==> src/design/sst_pkg.sv <==
// shared constants, config codes and stage types of the smoothing stencil
package sst_pkg;

  localparam int unsigned SAMPLE_W    = 16;
  localparam int unsigned WEIGHT_W    = 16;
  localparam int unsigned WEIGHT_FRAC = 14;
  localparam int unsigned MAX_SIZE    = 4096;
  localparam int unsigned MIN_SIZE    = 3;
  localparam int unsigned SIZE_W      = 13;
  localparam int unsigned IDX_W       = $clog2(MAX_SIZE);
  localparam int unsigned LINE_W      = 2 * SAMPLE_W;
  localparam int unsigned SUM_W       = SAMPLE_W + 2;
  localparam int unsigned PROD_W      = SUM_W + WEIGHT_W;
  localparam int unsigned CPROD_W     = SAMPLE_W + WEIGHT_W;
  localparam int unsigned ACC_W       = PROD_W + 2;
  localparam int unsigned SHR_W       = ACC_W - WEIGHT_FRAC;
  localparam int unsigned CFG_DATA_W  = 16;
  localparam int unsigned CFG_IDX_W   = 2;

  localparam int SAT_HI = (1 << (SAMPLE_W - 1)) - 1;
  localparam int SAT_LO = -(1 << (SAMPLE_W - 1));

  localparam logic signed [WEIGHT_W-1:0] CORNER_RST = WEIGHT_W'(819);
  localparam logic signed [WEIGHT_W-1:0] EDGE_RST   = WEIGHT_W'(1638);
  localparam logic signed [WEIGHT_W-1:0] CENTER_RST = WEIGHT_W'(6554);
  localparam logic [SIZE_W-1:0]          SIZE_RST   = SIZE_W'(4096);

  typedef enum logic [CFG_IDX_W-1:0] {
    CFG_CORNER = 2'd0,
    CFG_EDGE   = 2'd1,
    CFG_CENTER = 2'd2,
    CFG_SIZE   = 2'd3
  } cfg_idx_e;

  typedef struct packed {
    logic signed [WEIGHT_W-1:0] corner_wt;
    logic signed [WEIGHT_W-1:0] edge_wt;
    logic signed [WEIGHT_W-1:0] center_wt;
  } sst_weights_t;

  typedef struct packed {
    logic [IDX_W-1:0] row;
    logic [IDX_W-1:0] col;
    logic             last;
  } sst_pos_t;

  typedef struct packed {
    logic signed [SUM_W-1:0]    corner_sum;
    logic signed [SUM_W-1:0]    side_sum;
    logic signed [SAMPLE_W-1:0] center;
    sst_pos_t                   pos;
  } sst_sums_t;

endpackage

==> src/design/sst_mac.sv <==
// weighted sum, rounding, saturation and the output register
module sst_mac import sst_pkg::*; (
  input  logic                       clk_i,
  input  logic                       rst_ni,
  input  sst_weights_t               weights_i,
  input  logic                       sums_valid_i,
  output logic                       sums_ready_o,
  input  sst_sums_t                  sums_i,
  output logic                       out_valid_o,
  input  logic                       out_stall_i,
  output logic signed [SAMPLE_W-1:0] out_value_o,
  output logic [IDX_W-1:0]           out_row_o,
  output logic [IDX_W-1:0]           out_col_o,
  output logic                       out_last_o
);

  localparam logic signed [ACC_W-1:0] RND    = ACC_W'(1) <<< (WEIGHT_FRAC - 1);
  localparam logic signed [SHR_W-1:0] SAT_MAX = SHR_W'(SAT_HI);
  localparam logic signed [SHR_W-1:0] SAT_MIN = SHR_W'(SAT_LO);

  logic      a_valid_q, b_valid_q, o_valid_q;
  logic      a_free, b_free, o_free;
  sst_sums_t a_q;

  logic signed [PROD_W-1:0]  b_corner_q, b_side_q, b_corner_d, b_side_d;
  logic signed [CPROD_W-1:0] b_center_q, b_center_d;
  sst_pos_t                  b_pos_q;

  logic signed [ACC_W-1:0]    acc;
  logic signed [SHR_W-1:0]    shr;
  logic signed [SAMPLE_W-1:0] value_d, o_value_q;
  sst_pos_t                   o_pos_q;

  assign o_free       = !o_valid_q || !out_stall_i;
  assign b_free       = !b_valid_q || o_free;
  assign a_free       = !a_valid_q || b_free;
  assign sums_ready_o = a_free;

  always_ff @(posedge clk_i or negedge rst_ni) begin
    if (!rst_ni) begin
      a_valid_q <= 1'b0;
      b_valid_q <= 1'b0;
      o_valid_q <= 1'b0;
    end else begin
      if (a_free) begin
        a_valid_q <= sums_valid_i;
      end
      if (b_free) begin
        b_valid_q <= a_valid_q;
      end
      if (o_free) begin
        o_valid_q <= b_valid_q;
      end
    end
  end

  always_ff @(posedge clk_i) begin
    if (a_free && sums_valid_i) begin
      a_q <= sums_i;
    end
  end

  always_comb begin
    b_corner_d = $signed(a_q.corner_sum) * $signed(weights_i.corner_wt);
    b_side_d   = $signed(a_q.side_sum) * $signed(weights_i.edge_wt);
    b_center_d = $signed(a_q.center) * $signed(weights_i.center_wt);
  end

  always_ff @(posedge clk_i) begin
    if (b_free && a_valid_q) begin
      b_corner_q <= b_corner_d;
      b_side_q   <= b_side_d;
      b_center_q <= b_center_d;
      b_pos_q    <= a_q.pos;
    end
  end

  // floor shift after adding half an lsb gives round half up
  always_comb begin
    acc = ACC_W'(b_corner_q) + ACC_W'(b_side_q) + ACC_W'(b_center_q) + RND;
    shr = acc[ACC_W-1:WEIGHT_FRAC];
    if (shr > SAT_MAX) begin
      value_d = SAMPLE_W'(SAT_HI);
    end else if (shr < SAT_MIN) begin
      value_d = SAMPLE_W'(SAT_LO);
    end else begin
      value_d = shr[SAMPLE_W-1:0];
    end
  end

  always_ff @(posedge clk_i) begin
    if (o_free && b_valid_q) begin
      o_value_q <= value_d;
      o_pos_q   <= b_pos_q;
    end
  end

  assign out_valid_o = o_valid_q;
  assign out_value_o = o_value_q;
  assign out_row_o   = o_pos_q.row;
  assign out_col_o   = o_pos_q.col;
  assign out_last_o  = o_pos_q.last;

endmodule

==> config.mk <==
export PLATFORM = sky130hd
export DESIGN_NAME = sst_mac
export DESIGN_NICKNAME = d
export VERILOG_FILES = /design/src/design/sst_pkg.sv /design/src/design/sst_mac.sv
export SDC_FILE = /design/constraint.sdc
export NUM_CORES = 2
export LEC_CHECK = 0
export ABC_AREA = 1
export BUFFER_PORTS_ARGS = -buffer_cell sky130_fd_sc_hd__buf_2
export CAP_MARGIN = 20
export CORE_MARGIN = 4
export CORE_UTILIZATION = 66
export CTS_BUF_LIST = sky130_fd_sc_hd__clkbuf_2
export DETAILED_ROUTE_END_ITERATION = 12
export PLACE_DENSITY = 0.85
export SYNTH_ARGS = -nofsm -noshare
export SYNTH_HDL_FRONTEND = slang
export SYNTH_SLANG_ARGS = --single-unit
==> constraint.sdc <==
create_clock -name clk_i -period 7.27 [get_ports clk_i]
set_input_delay 1.454 -clock clk_i [delete_from_list [all_inputs] [get_ports clk_i]]
set_output_delay 1.454 -clock clk_i [all_outputs]
set_load 0.03 [all_outputs]
# Word level (Yosys, flattened, before mapping)
# Index checks and enable logic that the tools add are counted.
dict set report classes {
  n_lt_le_gt_ge 2
  bitwise_logic 0
  n_shift 0
  n_mux 1
  addsub 3
  eq_ne 0
  n_reduce_logical 10
  div_mod_pow 0
  multipliers 3
}
# cell n
set ops {}
lappend ops {{18-bit by 16-bit multiplier with 34-bit output} 2}
lappend ops {{35-bit by 32-bit adder with 36-bit output} 1}
lappend ops {{36-bit by 15-bit adder with 36-bit output, second input constant} 1}
lappend ops {{34-bit by 34-bit adder with 35-bit output} 1}
lappend ops {{16-bit by 16-bit multiplier with 32-bit output} 1}
lappend ops {{22-bit by 16-bit > comparator with 1-bit output, second input constant} 1}
lappend ops {{22-bit by 16-bit less-than comparator with 1-bit output, second input constant} 1}
lappend ops {{16-bit 2-to-1 mux} 1}
lappend ops {{1-bit logical NOT} 4}
lappend ops {{1-bit logical AND} 3}
lappend ops {{1-bit logical OR} 3}
dict set report word_totals {
  inputBits 129
  output_inout_bits 43
  mem_count 0
  register_bits 246
  latchBits 0
  rom_bits 0
  ramBits 0
}

# Longest topological paths before layout
dict set report depth {
  word_depth 5
  mapped_depth 28
  depth_no_buf 26
}

# Worst setup path after synthesis
# OpenSTA, ideal clock, no wires.
dict set report synth_path {
  kind {input -> register}
  start {in weights_i[38] in the netlist's numbering}
  end {reg b_corner_q[30] (data pin)}
  setup_ns 0.262
  path_slack_ns 0.309
  arrival_time_ns 6.699
  stages 21
  required_ns 7.008
  n_path_buf 2
  path_cell_list {clkbuf_1 -> clkbuf_1 -> nand2_1 -> inv_1 -> fa_1 -> fa_1 -> inv_1 -> fa_1 -> fa_1 -> fa_1 -> fa_1 -> inv_1 -> ha_1 -> nand2_1 -> nor4_1 -> nand3_1 -> nand3_1 -> nand3_1 -> nand2_1 -> a21oi_1 -> xor2_1}
}
dict set report synth_between {
  elab_chain_len 1
}
# item line_no
set synth_rtl {}
lappend synth_rtl {{start, declared} sst_mac.sv:5} ;# input sst_weights_t weights_i,
lappend synth_rtl {{18-bit by 16-bit multiplier with 34-bit output} sst_mac.sv:64} ;# b_corner_d = $signed(a_q.corner_sum) * $signed(weights_i.corner_wt);
lappend synth_rtl {{net b_corner_d[30]} sst_mac.sv:25} ;# logic signed [PROD_W-1:0] b_corner_q, b_side_q, b_corner_d, b_side_d;
lappend synth_rtl {{end signal, assigned} sst_mac.sv:71} ;# b_corner_q <= b_corner_d;
lappend synth_rtl {{end, declared} sst_mac.sv:25}
# The timed path passes the listed nets, and every way through them passes these cells.
# A chain may end at the register's enable or synchronous reset.

# Final worst setup path
dict set report layout_path {
  start {reg a_q[76] in the netlist's numbering}
  end {reg b_corner_q[33] (data pin)}
}
dict set report layout_between {
  elab_chain_len 1
}
# item line_no
set layout_rtl {}
lappend layout_rtl {{start, declared} sst_mac.sv:23} ;# sst_sums_t a_q;
lappend layout_rtl {{start signal, assigned} sst_mac.sv:59} ;# a_q <= sums_i;
lappend layout_rtl {{18-bit by 16-bit multiplier with 34-bit output} sst_mac.sv:64}
lappend layout_rtl {{net b_corner_d[33]} sst_mac.sv:25}
# The timed path passes the listed nets, and every way through them passes these cells.

==> summary.md <==
| Metric | Value |
|---|---|
| CTS H-tree depth | `3` |
| TritonCTS Sinks | `246` |
| Mapped cell area | `0.0430 sq mm` |
| Die Ht | `263 um` |
| CORE AREA | `0.0645 sq mm` |
| Max Slew Vio Count | `0` |
| Starting density of the core | `66.8%` |
| DP Wirelength | `80200 um` |
| Slew headroom | `a little under half` |
| Hold Crit Class | `input pin to asynchronous set/reset pin` |
| CTS tree | `yes` |
| Max-cap violations | `0` |
| RSZ-0062 raised after global routing | `false` |
| Std-Cell Rows | `93` |
| Slowest cell on the critical path | `fa_1` |
| Critical path capture point type | `register` |
| Vias per cell | `5.35` |
| Reg area | `0.00737 sq mm` |
| Max Root-Sink Buffers | `3` |
| Levels on crit path | `21` |
| Layout Nets | `6228` |
| Worst-Margin Slew | `approximately 0.8 ns` |
| Routed Antenna Nets | `0` |
| Reg2reg path depth | `21` |
| WL per Instance | `16.6 um` |
| Min cycle time layout | `~6.5 ns` |
| Total GRT Usage | `between 20 and 30%` |
| Critical Path RT | `slightly below 8 ns` |
| Crit path buf inv count | `4` |
| Library cells used by synthesis | `50` |
| Most frequent CP cell | `fa_1` |
| Most common cell after layout, fill and taps aside | `inv_1` |
| Worst-path clk slew | `0.10 ns` |
| TritonCTS Buffers | `67` |
| Post-route setup slack | `0.750 ns` |
| Post-synth top area share | `40.7%` |
| Cell count after synthesis | `4816` |
| Setup TNS | `0 ns` |
| Cell taking the most area after synthesis | `fa_1` |
| DRC Markers | `0` |
| Crit share post-route | `89.7%` |
| Filler instances | `approximately 4700` |
| Layout cells sized above 1 | `approximately 7.4%` |
| Ys async rst share | `1.22%` |
| Critical-path cell list | `nand2_1 > inv_1 > fa_1 > inv_1 > fa_1 > fa_1 > fa_1 > fa_1 > fa_1 > inv_1 > ha_1 > nand2_1 > nor2_1 > inv_1 > nor3_1 > o21ai_0 > nand3_1 > nand2_1 > nand2_1 > a31oi_1 > xor2_1` |
| #FFs+latches synth | `246` |
| Delay-heaviest family, CP | `adder cells` |
| Fin. Hold Viols | `0` |
| F_max | `153 MHz` |
| Root Driver | `clkbuf_2` |
| Die Wd | `approximately 260 um` |
| Die area | `0.0694 sq mm` |
| Setup CP Type | `register to register` |
| Synth-to-Final Area Change | `4.92%` |
| Crit path launch type | `register` |
| Top FF cell, synth | `edfxtp_1` |
| Status | `finished, final reports clean` |
| Post-CTS Setup Bufs | `0` |
| Final wirelength | `~97000 um` |
| Arrival @ worst endpoint | `about 7.2 ns` |
| Initial antenna violation count | `3` |
| Clock Skew | `0.120 ns` |
| Global-route wire length before repair | `roughly 160000 um` |
| Syn_nets | `6140` |
| Commonest non-fill, non-tap cells in the layout | `inv_1, nand2_1, fa_1` |
| CP max FO | `16` |
| Avg Inst Size Synth | `8.94 sq um` |
| DR pass1 iterations | `6` |
| Vias | `31081` |
| Worst stage delay on the critical path | `0.72 ns` |
| Port bufs | `171` |
| Pre-CTS WS | `0.0167 ns` |
| Final RePlAce weighted congestion | `between 0.9 and 1` |
| Synthesis Warnings | `0` |
| Finish-stage setup viols | `0` |
| Seq/Total Area, Yosys | `17.1%` |
| # IOs | `~170` |
| Fin util | `70.1%` |
| Worst skew pair latency | `1.04 ns` |
| Vias in the first global route | `~34000` |
| Post-CTS sizing | `0` |
| Post-synth EDFFs | `243` |
| Largest net degree at the start of global routing | `89` |
| Initial DRC count | `between 2000 and 3000` |
| Area occupied by multi-input gates | `a little under 0.03 sq mm` |
| Main area contributors after synthesis | `fa_1, edfxtp_1, inv_1` |
| Hold-fix buffers, CTS | `0` |
| Gr ovfl total | `0` |
[through the flow]
stage	hold WS, ns	area (sq um)	cells
finish	0.212	45200	5806
global route	0.153	45200	5806
CTS	0.120	45100	5801
detailed placement	0.405	44500	5688
global placement	0.400	44500	5688
floorplan	0.400	43000	4816
[flip-flops by register name (all words and copies together), names as in the netlist]
name,count
a_q,77
a_valid_q,1
b_center_q,32
b_corner_q,34
b_pos_q,25
b_side_q,34
b_valid_q,1
out_col_o,12
out_last_o,1
out_row_o,12
out_valid_o,1
out_value_o,16
[logic make-up after synthesis]
group / Yosys count / share of synthesized area (%)
buffers and inverters: 1639 / 14.4
adder cells (fa/ha/maj): 1195 / 50.0
AND/OR/NAND/NOR: 1339 / 12.4
XOR/XNOR: 130 / 2.65
flip-flops: 246 / 17.1
AO/OA/AOI/OAI: 267 / 3.47
[layout make-up]
class	count	share of cell area (%)
clock inverter	26	0.399
multi-input combinational	2931	65.3
tap	855	2.37
clock buffer	87	0.964
timing repair buffer	202	2.48
sequential	246	16.3
antenna	3	0.0166
inverter	1456	12.1
[worst paths after layout]
path                       slack, ns                        to             startpoint
max                             0.75  b_corner_q[33]$_DFFE_PP_      a_q[76]$_DFFE_PP_
min                             0.21     a_valid_q$_DFFE_PN0N_                 rst_ni
max reg2reg                     0.75  b_corner_q[33]$_DFFE_PP_      a_q[76]$_DFFE_PP_
min reg2reg                     0.38    out_row_o[8]$_DFFE_PP_  b_pos_q[21]$_DFFE_PP_
max in group asynchronous       6.95     b_valid_q$_DFFE_PN0P_                 rst_ni
min in group clk_i              0.38    out_row_o[8]$_DFFE_PP_  b_pos_q[21]$_DFFE_PP_
[layer usage]
metal | track usage, % | vias to the layer above | part of all wire, %
li1 | - | 14075 | -
met1 | 39.1 | 15266 | 39
met2 | 48.6 | 1453 | 49
met4 | 10.4 | 0 | 3.6
met3 | 4.60 | 287 | 8.6
met5 | 0 | - | 0
[cells in the mapped netlist (6+ instances only)]
cell type     n
nand2_1    1064
or2_2        14
nand3_1      54
xor2_1       77
nand2_2      16
o21ai_0      55
inv_1      1453
xnor2_1      53
nor3_1       22
o21ai_1       9
edfxtp_1    243
o21bai_1      6
a21oi_1     142
a31oi_1      12
ha_1        320
nand4_1       7
nor2_1      131
a21o_1       14
o21a_1        7
fa_1        875
clkbuf_1    176
nor2_2       14
Power is not shown: default switching activity piles up to over one toggle a cycle in this logic, so the estimate is an artifact.
